==> src/gbn_pkg.sv <==
// ----------------------------------------------------------------------------
// gbn_pkg: shared types and constants of the Go-Back-N sender
// Sequence space, field widths, command and result codes, and the structs
// that pass between the front end and the back end.
// ----------------------------------------------------------------------------
package gbn_pkg;

  // Sequence space is a power of two; indices wrap on SEQ_W bits.
  localparam int SEQ_SPACE    = 8;
  localparam int SEQ_W        = $clog2(SEQ_SPACE);
  localparam int PAYLOAD_BITS = 64;
  localparam int MAX_RESULTS  = 7;
  localparam int NCNT_W       = $clog2(MAX_RESULTS + 1);

  localparam int CMD_W        = 2;
  localparam int ACK_W        = 4;
  localparam int KIND_W       = 3;
  localparam int TMR_W        = 2;
  localparam int WSIZE_W      = 3;

  // Queue depth is a power of two; pointers wrap on QPTR_W bits.
  localparam int QDEPTH       = 2;
  localparam int QPTR_W       = $clog2(QDEPTH);
  localparam int QCNT_W       = $clog2(QDEPTH + 1);

  localparam int CFG_ADDR_W   = 3;
  localparam int CFG_DATA_W   = 32;
  localparam logic [WSIZE_W-1:0] WSIZE_RESET = 3'd4;

  // Input commands
  localparam logic [CMD_W-1:0] CMD_SEND    = 2'd0;
  localparam logic [CMD_W-1:0] CMD_ACK     = 2'd1;
  localparam logic [CMD_W-1:0] CMD_TIMEOUT = 2'd2;

  // Result kinds
  localparam logic [KIND_W-1:0] KIND_REFUSED = 3'd0;
  localparam logic [KIND_W-1:0] KIND_EMIT    = 3'd1;
  localparam logic [KIND_W-1:0] KIND_ACKED   = 3'd2;
  localparam logic [KIND_W-1:0] KIND_DROPPED = 3'd3;
  localparam logic [KIND_W-1:0] KIND_IDLE    = 3'd4;

  // Timer actions
  localparam logic [TMR_W-1:0] TMR_NONE    = 2'd0;
  localparam logic [TMR_W-1:0] TMR_START   = 2'd1;
  localparam logic [TMR_W-1:0] TMR_STOP    = 2'd2;
  localparam logic [TMR_W-1:0] TMR_RESTART = 2'd3;

  // Register index of window_size
  localparam logic [0:0] REG_WINDOW_SIZE = 1'b0;

  // Decoded operation from front end to back end
  typedef struct packed {
    logic [CMD_W-1:0]        cmd;
    logic [PAYLOAD_BITS-1:0] payload;
    logic [SEQ_W-1:0]        ack_base;
    logic                    ack_ok;
  } op_t;

  // One result transaction
  typedef struct packed {
    logic [KIND_W-1:0]       kind;
    logic [SEQ_W-1:0]        seq;
    logic [PAYLOAD_BITS-1:0] payload;
    logic [TMR_W-1:0]        timer;
    logic                    last;
  } res_t;

endpackage

==> src/gbn_front.sv <==
// ----------------------------------------------------------------------------
// gbn_front: command intake
// Accepts input transactions, drops unknown commands, precomputes the new
// window base of an ack and queues the decoded operation for the back end.
// ----------------------------------------------------------------------------
module gbn_front (
  input  logic                               clk,
  input  logic                               rst,
  input  logic                               push,
  output logic                               full,
  input  logic [gbn_pkg::CMD_W-1:0]          command,
  input  logic [gbn_pkg::PAYLOAD_BITS-1:0]   payload,
  input  logic signed [gbn_pkg::ACK_W-1:0]   ack_num,
  input  logic                               ack_checksum_ok,
  output logic                               op_valid,
  output gbn_pkg::op_t                       op,
  input  logic                               op_pop
);

  gbn_pkg::op_t                    q [gbn_pkg::QDEPTH];
  logic [gbn_pkg::QPTR_W-1:0]      wr_ptr;
  logic [gbn_pkg::QPTR_W-1:0]      rd_ptr;
  logic [gbn_pkg::QCNT_W-1:0]      count;
  logic                            accept;
  logic                            known;
  logic                            wr_en;
  logic                            rd_en;
  gbn_pkg::op_t                    dec;

  assign full     = (count == gbn_pkg::QCNT_W'(gbn_pkg::QDEPTH));
  assign op_valid = (count != '0);
  assign op       = q[rd_ptr];
  assign accept   = push && !full;
  assign known    = (command == gbn_pkg::CMD_SEND) || (command == gbn_pkg::CMD_ACK) ||
                    (command == gbn_pkg::CMD_TIMEOUT);
  assign wr_en    = accept && known;
  assign rd_en    = op_valid && op_pop;

  // (ack + 1) mod SEQ_SPACE: low bits of the two's complement sum
  always_comb begin
    dec.cmd      = command;
    dec.payload  = payload;
    dec.ack_base = gbn_pkg::SEQ_W'(ack_num[gbn_pkg::SEQ_W-1:0] + 1'b1);
    dec.ack_ok   = ack_checksum_ok;
  end

  always_ff @(posedge clk) begin
    if (wr_en) begin
      q[wr_ptr] <= dec;
    end
  end

  always_ff @(posedge clk) begin
    if (rst) begin
      wr_ptr <= '0;
      rd_ptr <= '0;
      count  <= '0;
    end else begin
      if (wr_en) begin
        wr_ptr <= wr_ptr + 1'b1;
      end
      if (rd_en) begin
        rd_ptr <= rd_ptr + 1'b1;
      end
      if (wr_en && !rd_en) begin
        count <= count + 1'b1;
      end else if (!wr_en && rd_en) begin
        count <= count - 1'b1;
      end
    end
  end

endmodule

==> src/gbn_back.sv <==
// ----------------------------------------------------------------------------
// gbn_back: window engine
// Holds the window and the packet buffer, carries out send, ack and timeout
// operations and queues at most one result transaction per cycle while the result queue has room.
// ----------------------------------------------------------------------------
module gbn_back (
  input  logic                              clk,
  input  logic                              rst,
  input  logic [gbn_pkg::WSIZE_W-1:0]       window_size,
  input  logic                              op_valid,
  input  gbn_pkg::op_t                      op,
  output logic                              op_pop,
  output logic                              empty,
  input  logic                              pop,
  output gbn_pkg::res_t                     res
);

  logic [gbn_pkg::PAYLOAD_BITS-1:0] pbuf [gbn_pkg::SEQ_SPACE];

  logic [gbn_pkg::SEQ_W-1:0] window_base, window_base_next;
  logic [gbn_pkg::SEQ_W-1:0] next_sequence, next_sequence_next;
  logic                      walking, walking_next;
  logic [gbn_pkg::SEQ_W-1:0] walk_idx, walk_idx_next;
  logic [gbn_pkg::NCNT_W-1:0] walk_left, walk_left_next;

  gbn_pkg::res_t             rq [gbn_pkg::QDEPTH];
  logic [gbn_pkg::QPTR_W-1:0] wr_ptr;
  logic [gbn_pkg::QPTR_W-1:0] rd_ptr;
  logic [gbn_pkg::QCNT_W-1:0] count;

  logic                      room;
  logic                      emit;
  logic                      rd_en;
  gbn_pkg::res_t             res_new;
  logic                      buf_we;
  logic [gbn_pkg::SEQ_W-1:0] rd_idx_next;
  logic [gbn_pkg::PAYLOAD_BITS-1:0] rd_data;
  logic [gbn_pkg::SEQ_W-1:0] outstanding;
  logic [gbn_pkg::NCNT_W-1:0] n_tx;

  assign empty       = (count == '0);
  assign res         = rq[rd_ptr];
  assign rd_en       = pop && !empty;
  assign room        = (count != gbn_pkg::QCNT_W'(gbn_pkg::QDEPTH));
  assign outstanding = gbn_pkg::SEQ_W'(next_sequence - window_base);
  assign rd_idx_next = walking_next ? walk_idx_next : window_base_next;

  // Cap the retransmission burst
  always_comb begin
    if (gbn_pkg::NCNT_W'(outstanding) > gbn_pkg::NCNT_W'(gbn_pkg::MAX_RESULTS)) begin
      n_tx = gbn_pkg::NCNT_W'(gbn_pkg::MAX_RESULTS);
    end else begin
      n_tx = gbn_pkg::NCNT_W'(outstanding);
    end
  end

  always_comb begin
    window_base_next   = window_base;
    next_sequence_next = next_sequence;
    walking_next       = walking;
    walk_idx_next      = walk_idx;
    walk_left_next     = walk_left;
    op_pop             = 1'b0;
    emit               = 1'b0;
    buf_we             = 1'b0;
    res_new            = '0;
    res_new.last       = 1'b1;
    if (room) begin
      if (walking) begin
        // Continue the retransmission burst
        emit            = 1'b1;
        res_new.kind    = gbn_pkg::KIND_EMIT;
        res_new.seq     = walk_idx;
        res_new.payload = rd_data;
        res_new.timer   = gbn_pkg::TMR_NONE;
        res_new.last    = (walk_left == gbn_pkg::NCNT_W'(1));
        walk_idx_next   = walk_idx + 1'b1;
        walk_left_next  = walk_left - 1'b1;
        walking_next    = (walk_left != gbn_pkg::NCNT_W'(1));
      end else if (op_valid) begin
        op_pop = 1'b1;
        emit   = 1'b1;
        case (op.cmd)
          gbn_pkg::CMD_SEND: begin
            if (outstanding >= window_size) begin
              res_new.kind = gbn_pkg::KIND_REFUSED;
            end else begin
              buf_we             = 1'b1;
              res_new.kind       = gbn_pkg::KIND_EMIT;
              res_new.seq        = next_sequence;
              res_new.payload    = op.payload;
              res_new.timer      = (outstanding == '0) ? gbn_pkg::TMR_START
                                                       : gbn_pkg::TMR_NONE;
              next_sequence_next = next_sequence + 1'b1;
            end
          end
          gbn_pkg::CMD_ACK: begin
            if (!op.ack_ok) begin
              res_new.kind = gbn_pkg::KIND_DROPPED;
            end else begin
              window_base_next = op.ack_base;
              res_new.kind     = gbn_pkg::KIND_ACKED;
              res_new.timer    = (op.ack_base == next_sequence) ? gbn_pkg::TMR_STOP
                                                                : gbn_pkg::TMR_RESTART;
            end
          end
          gbn_pkg::CMD_TIMEOUT: begin
            if (outstanding == '0) begin
              res_new.kind = gbn_pkg::KIND_IDLE;
            end else begin
              // First packet now, the rest in the walking state that follows
              res_new.kind    = gbn_pkg::KIND_EMIT;
              res_new.seq     = window_base;
              res_new.payload = rd_data;
              res_new.timer   = gbn_pkg::TMR_START;
              res_new.last    = (n_tx == gbn_pkg::NCNT_W'(1));
              walking_next    = (n_tx != gbn_pkg::NCNT_W'(1));
              walk_idx_next   = window_base + 1'b1;
              walk_left_next  = n_tx - 1'b1;
            end
          end
          default: begin
            emit = 1'b0;
          end
        endcase
      end
    end
  end

  // Prefetch the entry the engine reads next cycle; forward a write to it
  always_ff @(posedge clk) begin
    if (buf_we) begin
      pbuf[next_sequence] <= op.payload;
    end
    if (buf_we && (next_sequence == rd_idx_next)) begin
      rd_data <= op.payload;
    end else begin
      rd_data <= pbuf[rd_idx_next];
    end
  end

  always_ff @(posedge clk) begin
    if (emit) begin
      rq[wr_ptr] <= res_new;
    end
    walk_idx  <= walk_idx_next;
    walk_left <= walk_left_next;
  end

  always_ff @(posedge clk) begin
    if (rst) begin
      window_base   <= '0;
      next_sequence <= '0;
      walking       <= 1'b0;
      wr_ptr        <= '0;
      rd_ptr        <= '0;
      count         <= '0;
    end else begin
      window_base   <= window_base_next;
      next_sequence <= next_sequence_next;
      walking       <= walking_next;
      if (emit) begin
        wr_ptr <= wr_ptr + 1'b1;
      end
      if (rd_en) begin
        rd_ptr <= rd_ptr + 1'b1;
      end
      if (emit && !rd_en) begin
        count <= count + 1'b1;
      end else if (!emit && rd_en) begin
        count <= count - 1'b1;
      end
    end
  end

endmodule

==> src/go_back_n_sender_top.sv <==
// ----------------------------------------------------------------------------
// go_back_n_sender_top: Go-Back-N sliding-window sender
// Send, ack and timeout commands go in through a queue-style port; emitted
// packets and status results come out through another. window_size is set
// over an APB-style register port.
// ----------------------------------------------------------------------------
//
//  channel  | handshake              | fields
//  ---------+------------------------+------------------------------------------------------
//  command  | push, full             | command, payload, ack_num, ack_checksum_ok
//  result   | empty, pop             | result_kind, out_seq, out_payload, timer_action, last
//  register | psel, penable, pwrite  | window_size at address 0 (pwdata in, prdata out)
//
//  An accepted command transaction is registered in the command queue before the engine
//  takes it. Send and ack each give one result; a timeout with n packets outstanding
//  retransmits n packets (at most seven), one buffered packet a cycle while the result
//  queue has room. Two-entry queues on each side let the engine stall only on a full
//  result queue and the input only on a full command queue. Synchronous reset empties
//  both queues, clears the window and sets window_size to 4.
// ----------------------------------------------------------------------------
module go_back_n_sender_top (
  input  logic                                  clk,
  input  logic                                  rst,
  // command transactions
  input  logic                                  push,
  output logic                                  full,
  input  logic [gbn_pkg::CMD_W-1:0]             command,
  input  logic [gbn_pkg::PAYLOAD_BITS-1:0]      payload,
  input  logic signed [gbn_pkg::ACK_W-1:0]      ack_num,
  input  logic                                  ack_checksum_ok,
  // result transactions
  output logic                                  empty,
  input  logic                                  pop,
  output logic [gbn_pkg::KIND_W-1:0]            result_kind,
  output logic [gbn_pkg::SEQ_W-1:0]             out_seq,
  output logic [gbn_pkg::PAYLOAD_BITS-1:0]      out_payload,
  output logic [gbn_pkg::TMR_W-1:0]             timer_action,
  output logic                                  last,
  // register port
  input  logic                                  psel,
  input  logic                                  penable,
  input  logic                                  pwrite,
  input  logic [gbn_pkg::CFG_ADDR_W-1:0]        paddr,
  input  logic [gbn_pkg::CFG_DATA_W-1:0]        pwdata,
  output logic [gbn_pkg::CFG_DATA_W-1:0]        prdata,
  output logic                                  pready
);

  logic [gbn_pkg::WSIZE_W-1:0] window_size;
  logic                        cfg_wr;
  logic                        sel_wsize;
  logic                        op_valid;
  logic                        op_pop;
  gbn_pkg::op_t                op;
  gbn_pkg::res_t               res;

  // Register port: zero wait states; register index is the word address
  assign pready    = 1'b1;
  assign sel_wsize = (paddr[gbn_pkg::CFG_ADDR_W-1] == gbn_pkg::REG_WINDOW_SIZE) &&
                     (paddr[1:0] == 2'b00);
  assign cfg_wr    = psel && penable && pwrite && pready;

  always_ff @(posedge clk) begin
    if (rst) begin
      window_size <= gbn_pkg::WSIZE_RESET;
    end else if (cfg_wr && sel_wsize) begin
      window_size <= pwdata[gbn_pkg::WSIZE_W-1:0];
    end
  end

  // Return window_size at its address, zero elsewhere
  always_comb begin
    prdata = '0;
    if (sel_wsize) begin
      prdata = gbn_pkg::CFG_DATA_W'(window_size);
    end
  end

  // Front end: accept and decode command transactions, drop unknown ones
  gbn_front u_front (
    .clk             (clk),
    .rst             (rst),
    .push            (push),
    .full            (full),
    .command         (command),
    .payload         (payload),
    .ack_num         (ack_num),
    .ack_checksum_ok (ack_checksum_ok),
    .op_valid        (op_valid),
    .op              (op),
    .op_pop          (op_pop)
  );

  // Back end: window state, packet buffer and result queue
  gbn_back u_back (
    .clk         (clk),
    .rst         (rst),
    .window_size (window_size),
    .op_valid    (op_valid),
    .op          (op),
    .op_pop      (op_pop),
    .empty       (empty),
    .pop         (pop),
    .res         (res)
  );

  assign result_kind  = res.kind;
  assign out_seq      = res.seq;
  assign out_payload  = res.payload;
  assign timer_action = res.timer;
  assign last         = res.last;

endmodule
==> config.mk <==
export PLATFORM = sky130hd
export DESIGN_NAME = go_back_n_sender_top
export DESIGN_NICKNAME = d
export VERILOG_FILES = /design/src/gbn_pkg.sv /design/src/gbn_front.sv /design/src/gbn_back.sv /design/src/go_back_n_sender_top.sv
export SDC_FILE = /design/constraint.sdc
export NUM_CORES = 1
export LEC_CHECK = 0
export ABC_AREA = 1
export BUFFER_PORTS_ARGS = -buffer_cell sky130_fd_sc_hd__buf_2
export CORE_MARGIN = 3
export CORE_UTILIZATION = 55
export DETAILED_ROUTE_END_ITERATION = 6
export PLACE_DENSITY_LB_ADDON = 0.15
export SLEW_MARGIN = 5
export SYNTH_ARGS = -nofsm -noshare
export SYNTH_HDL_FRONTEND = slang
export SYNTH_HIERARCHICAL = 1
export SYNTH_SLANG_ARGS = --single-unit
==> constraint.sdc <==
create_clock -name clk -period 10.4 [get_ports clk]
set_input_delay 0.52 -clock clk [delete_from_list [all_inputs] [get_ports clk]]
set_output_delay 0.52 -clock clk [all_outputs]
set_load 0.01 [all_outputs]
# Yosys cells after proc, flatten, opt, wreduce, memory -nomap -nowiden
# Memories as Yosys holds them, arrays and structs flattened. A register that Yosys moved wholly into a read port is not among the register bits.
# Cells that the tools add are included.
[classes]
n_addsub = 15
muxes = 63
n_lt_le_gt_ge = 2
reduce_logical = 33
bitwise = 3
n_eq_ne = 12
[op_table]
columns = ["cell", "n"]
rows = [
  ["73-bit 2-to-1 mux", 3],
  ["67-bit one-hot mux with 2 select lines", 1],
  ["70-bit 2-to-1 mux", 1],
  ["69-bit 2-to-1 mux", 1],
  ["3-bit 2-to-1 mux", 18],
  ["1-bit 2-to-1 mux", 32],
  ["3-bit by 1-bit adder with 3-bit output, second input constant", 4],
  ["1-bit logical AND", 12],
  ["2-bit 2-to-1 mux", 5],
  ["2-bit nonzero test", 5],
  ["3-bit one-hot mux with 3 select lines", 1],
  ["2-bit zero test", 4],
  ["2-bit equality test, second input constant", 3],
  ["3-bit by 1-bit equality test with 1-bit output, second input constant", 2],
  ["1-bit zero test", 6],
  ["3-bit by 1-bit inequality test with 1-bit output, second input constant", 2],
  ["2-bit one-hot mux with 3 select lines", 1],
  ["3-bit by 1-bit subtractor with 3-bit output, second input constant", 2],
  ["5-bit AND reduction", 1],
  ["1-bit adder, second input constant", 4],
  ["2-bit by 1-bit adder with 2-bit output, second input constant", 2],
  ["2-bit by 1-bit equality test with 1-bit output, second input constant", 2],
  ["4-bit AND reduction", 1],
  ["2-bit by 1-bit subtractor with 2-bit output, second input constant", 2],
  ["10 further kinds", 13],
]
[totals]
mem_count = 3
reg_bits = 24
wordCells = 143
inputBits = 113
ram_bits = 798
[memory_table]
columns = ["memory", "words", "word_bits", "rd", "rd_clocked_by_memory_dff", "wr", "line_no", "rtl"]
rows = [
  ["u_back.pbuf", 8, 64, 1, 1, 1, "gbn_back.sv:18", "logic [gbn_pkg::PAYLOAD_BITS-1:0] pbuf [gbn_pkg::SEQ_SPACE];"],
  ["u_back.rq", 2, 73, 1, 1, 1, "gbn_back.sv:26", "gbn_pkg::res_t rq [gbn_pkg::QDEPTH];"],
  ["u_front.q", 2, 70, 1, 1, 1, "gbn_front.sv:20", "gbn_pkg::op_t q [gbn_pkg::QDEPTH];"],
]

# Logic depth before layout (Yosys ltp)
[logic_depth]
ltp_word = 10
ltp_mapped = 16
ltp_nobuf = 14

# Hierarchy
# The synthesis kept the hierarchy.
[modules_own_cells]
columns = ["mod", "seq_area_each_um2", "area_each_um2", "n_inst", "cells_each"]
rows = [
  ["gbn_back", 20209.4, 28371.0, 1, 2239],
  ["gbn_front", 4304.1, 5676.7, 1, 259],
  ["go_back_n_sender_top", 60.1, 425.4, 1, 64],
]

# Worst setup path before layout
# No wires, ideal clock.
[synth_path]
path_kind = "register to register"
start = "register u_back/next_sequence[0] in the netlist's numbering"
end = "memory u_back/pbuf[2][0] in the netlist's numbering (enable)"
slack_ns = 3.333
required_ns = 9.835
arrival_time_ns = 6.502
period_less_slack_ns = 7.067
setup_ns = 0.565
path_buffers = 1
path_stages_with_launch = 16
cell_sequence = "dfxtp_1 -> inv_1 -> ha_1 -> inv_1 -> fa_1 -> ha_1 -> nand2_1 -> nand2_1 -> nand2_1 -> nand2_2 -> nand2_4 -> nand2_4 -> nor2_4 -> buf_6 -> nand3_2 -> nor3_1"
[synth_via]
elab_chain_len = 9
[synth_lines]
columns = ["item", "line_no", "rtl"]
rows = [
  ["start, declared", "gbn_back.sv:21", "logic [gbn_pkg::SEQ_W-1:0] next_sequence, next_sequence_next;"],
  ["start signal, assigned", "gbn_back.sv:160", "next_sequence <= next_sequence_next;"],
  ["3-bit subtractor", "gbn_back.sv:45", "assign outstanding = gbn_pkg::SEQ_W'(next_sequence - window_base);"],
  ["3-bit greater-or-equal comparator", "gbn_back.sv:85", "if (outstanding >= window_size) begin"],
  ["1-bit 2-to-1 mux", "gbn_back.sv:85", ""],
  ["1-bit 2-to-1 mux", "gbn_back.sv:83", "case (op.cmd)"],
  ["1-bit 2-to-1 mux", "gbn_back.sv:80", "end else if (op_valid) begin"],
  ["1-bit 2-to-1 mux", "gbn_back.sv:69", "if (walking) begin"],
  ["1-bit 2-to-1 mux", "gbn_back.sv:68", "if (room) begin"],
  ["1-bit 2-to-1 mux", "gbn_back.sv:132", "if (buf_we) begin"],
  ["1-bit 2-to-1 mux (not written as such)", "gbn_back.sv:133", "pbuf[next_sequence] <= op.payload;"],
  ["end, declared", "gbn_back.sv:18", ""],
]
# Parallel ways exist; a longest one is shown, timed or not.

==> results_dict.tcl <==
set metrics [dict create \
    switching_share_pct 30.8 \
    dpl_worst_slack_ns 6.35 \
    tightest_slew_ns 1.12 \
    route.detailed.drc 0 \
    n_fill_cell 4559 \
    routed_via_density 5.53 \
    start_util_pct 55.8 \
    cts_buffers 83 \
    worstSetupStartpointType "register" \
    peakVddDrop_uv 182 \
    crit_type "register to register" \
    synth_area_leaders "edfxtp_1 (70%), a21oi_1 (4.4%), o21ai_0 (3.5%), inv_1 (3.3%), mux2_4 (3.0%)" \
    fin_skew_ns 0.0189 \
    avgSynthCellArea_um2 13.5 \
    drtPass1Iterations 5 \
    ys_seq_area_share_pct 71.3 \
    grt_pass1_wl_mm 112 \
    cts_setup_buffers 0 \
    cts.sinks 827 \
    grt_max_degree 256 \
    ys.flop_type "edfxtp_1" \
    period_share_pct 39.5 \
    p_leak_nw 14.1 \
    worstReg2RegEnd "u_back/rq[1][35]" \
    synthArstFlopShare_pct 0 \
    maxSlewHeadroom_pct 25.5 \
    yosys.area.top_type "edfxtp_1" \
    worstSetupEndpointType "register" \
    final_common_cell "edfxtp_1" \
    grt_pass1_vias 19900 \
    yosysWarnings 6 \
    r2r_cells 16 \
    cts_hold_buffers 0 \
    clockRootBuffer "clkbuf_16" \
    mostFrequentLayoutCells "edfxtp_1 (801), a21oi_1 (305), inv_1 (304)" \
    syn2layout_area_growth_pct 11.0 \
    tns_ns 0 \
    clkPwrFrac_pct 29.1 \
    core_area_um2 61800 \
    powerDensity_nw_per_um2 254 \
    outcome "complete, no violations" \
    design.die.area_um2 65700 \
    crit_path_start "u_back/next_sequence[0]" \
    hold_viol_final 0 \
    cts_max_level 3 \
    drt_iter0_markers 1732 \
    reg2reg_slack_ns 6.30 \
    min_period_ns 4.10 \
    syn_area_um2 34500 \
    tritoncts "done" \
    die_h_um 256 \
    p_int_mw 6.72 \
    synth_edf_count 801 \
    final_nets 2824 \
    num_vias 19800 \
    gp_congestion 0.806 \
    grt_overflow 0 \
    rows 91 \
    setup_ws_ns 6.30 \
    die_x_um 256 \
    dp_hpwl_mm 39.0 \
    cp-endpoint "u_back/rq[1][35]" \
    drv_slew 0 \
    comb_power_share_pct 24.8 \
    cp.required_ns 10.79 \
    p_sw_mw 2.99 \
    cp_max_fo 40 \
    worst_ep_arrival_time_ns 4.50 \
    synth-seq-cells 827 \
    num_io_pins 221 \
    synth_top_area_share_pct 69.8 \
    finalSetupViolCount 0 \
    wl_per_cell_um 20.2 \
    wl_mm 72.5 \
    cts_resized 0 \
    antenna_found_initial 0 \
    portBuffers 160 \
    clk_latency_ns 0.62 \
    layout-drive-gt1-share_pct 19.5 \
    max_freq_mhz 244 \
    synthDistinctLibCells 43 \
    clkTransAtPathRegs_ns 0.06 \
    worst_hold_slack_ns 0.0902 \
    track_usage_pct 21.9 \
    synthCells 2562 \
    seqPwrFrac_pct 46.1 \
    maxCapViolations 0 \
    total_power_mw 9.71 \
    cts.path.max_buffers 3 \
    reg2reg_from "u_back/next_sequence[0]" \
    rsz0062_at_grt "no" \
    hold_class "input pin to register" \
    ant_nets 0 \
    antenna_cells 0 \
]
metal layers:
metal	vias to the layer above	share of wire (%)	GRT usage, %
met5	-	0	0
met4	0	2.0	6.64
met3	101	5.4	3.30
met2	526	49	37.0
met1	9888	43	29.7
li1	9330	-	-
power groups by stage:
stage	logic, mW	clock network, mW	registers [mW]
floorplan	1.84	0	4.41
finish	2.41	2.82	4.47
CTS	2.43	2.88	4.48
global route	2.66	3.01	4.51
detailed placement	2.42	0	4.55
global placement	2.33	0	4.53
stage by stage:
step | cells | util [%] | instance area (µm²)
after floorplan | 2590 | - | 34600
after detailed placement | 3448 | 57.8 | 35700
after CTS | 3588 | 61.9 | 38300
after global routing | 3588 | 61.9 | 38300
final | 3588 | 61.9 | 38300
after global placement | 3448 | 57.8 | 35700
cells by family after synthesis:
kind of cell / synth area share (%)
AO/OA/AOI/OAI: 10.7
XOR/XNOR: 0.203
adder cells (fa/ha/maj): 0.566
buffers and inverters: 6.34
flip-flops: 71.3
multiplexers: 5.49
other: 0.0218
AND/OR/NAND/NOR: 5.42
sequential cells by signal (all words and copies together), names as in the netlist, named ones only:
| signal | count |
|---|---|
| window_size | 3 |
| u_front/count | 2 |
| u_back/wr_ptr | 1 |
| u_front/wr_ptr | 1 |
| u_front/q | 140 |
| u_back/pbuf | 512 |
| u_back/rd_ptr | 1 |
| u_back/next_sequence | 3 |
| u_back/count | 2 |
| u_back/window_base | 3 |
| u_back/walking | 1 |
| u_front/rd_ptr | 1 |
| u_back/rq | 146 |
| u_back/walk_idx | 3 |
| u_back/walk_left | 3 |
critical path, cell delays in order (launching register included):
cell     delay [ns]
dfxtp_1        0.46
inv_1          0.11
ha_1           0.19
inv_1          0.06
fa_1           0.45
ha_1           0.30
nand2_1        0.09
nand2_1        0.05
nand2_1        0.06
nand2_2        0.06
nand2_4        0.09
nand2_4        0.06
nor2_4         0.11
buf_4          0.63
buf_4          0.67
nand2_1        0.10
a21oi_1        0.33
cell type report:
| cell class | count | area, µm² | area share (%) |
|---|---|---|---|
| clock buffer | 113 | 2280 | 5.97 |
| sequential | 827 | 24600 | 64.2 |
| tap | 837 | 1050 | 2.74 |
| clock inverter | 27 | 254 | 0.664 |
| multi-input combinational | 1283 | 7890 | 20.6 |
| timing repair buffer | 189 | 1030 | 2.69 |
| inverter | 312 | 1180 | 3.09 |
how the worst min path moves through the flow:
stage	from	to	slack (ns)	depth (start not counted)
finish	payload[24]	u_front/q[0][28]	0.09	1
floorplan	u_back/rd_ptr	register	0.46	2
detailed placement	u_back/rd_ptr	register	0.47	2
global placement	u_back/rd_ptr	register	0.47	2
CTS	payload[24]	u_front/q[0][28]	0.05	1
global route	payload[55]	u_front/q[1][59]	0.08	1
synth_stat cells (all sizes together), types with 2 or more instances:
| library cell | count |
|---|---|
| dfxtp | 26 |
| nand3 | 30 |
| a211oi | 2 |
| inv | 311 |
| edfxtp | 801 |
| nor3 | 11 |
| a31oi | 2 |
| a21boi | 2 |
| mux2i | 2 |
| clkbuf | 55 |
| buf | 113 |
| xnor2 | 5 |
| nand2 | 194 |
| mux2 | 143 |
| xor2 | 3 |
| conb | 2 |
| a21oi | 335 |
| nor2 | 164 |
| nand3b | 2 |
| nand4 | 6 |
| o211ai | 65 |
| ha | 14 |
| o21ai | 269 |
Note: power is estimated with default switching activity, not from simulation.
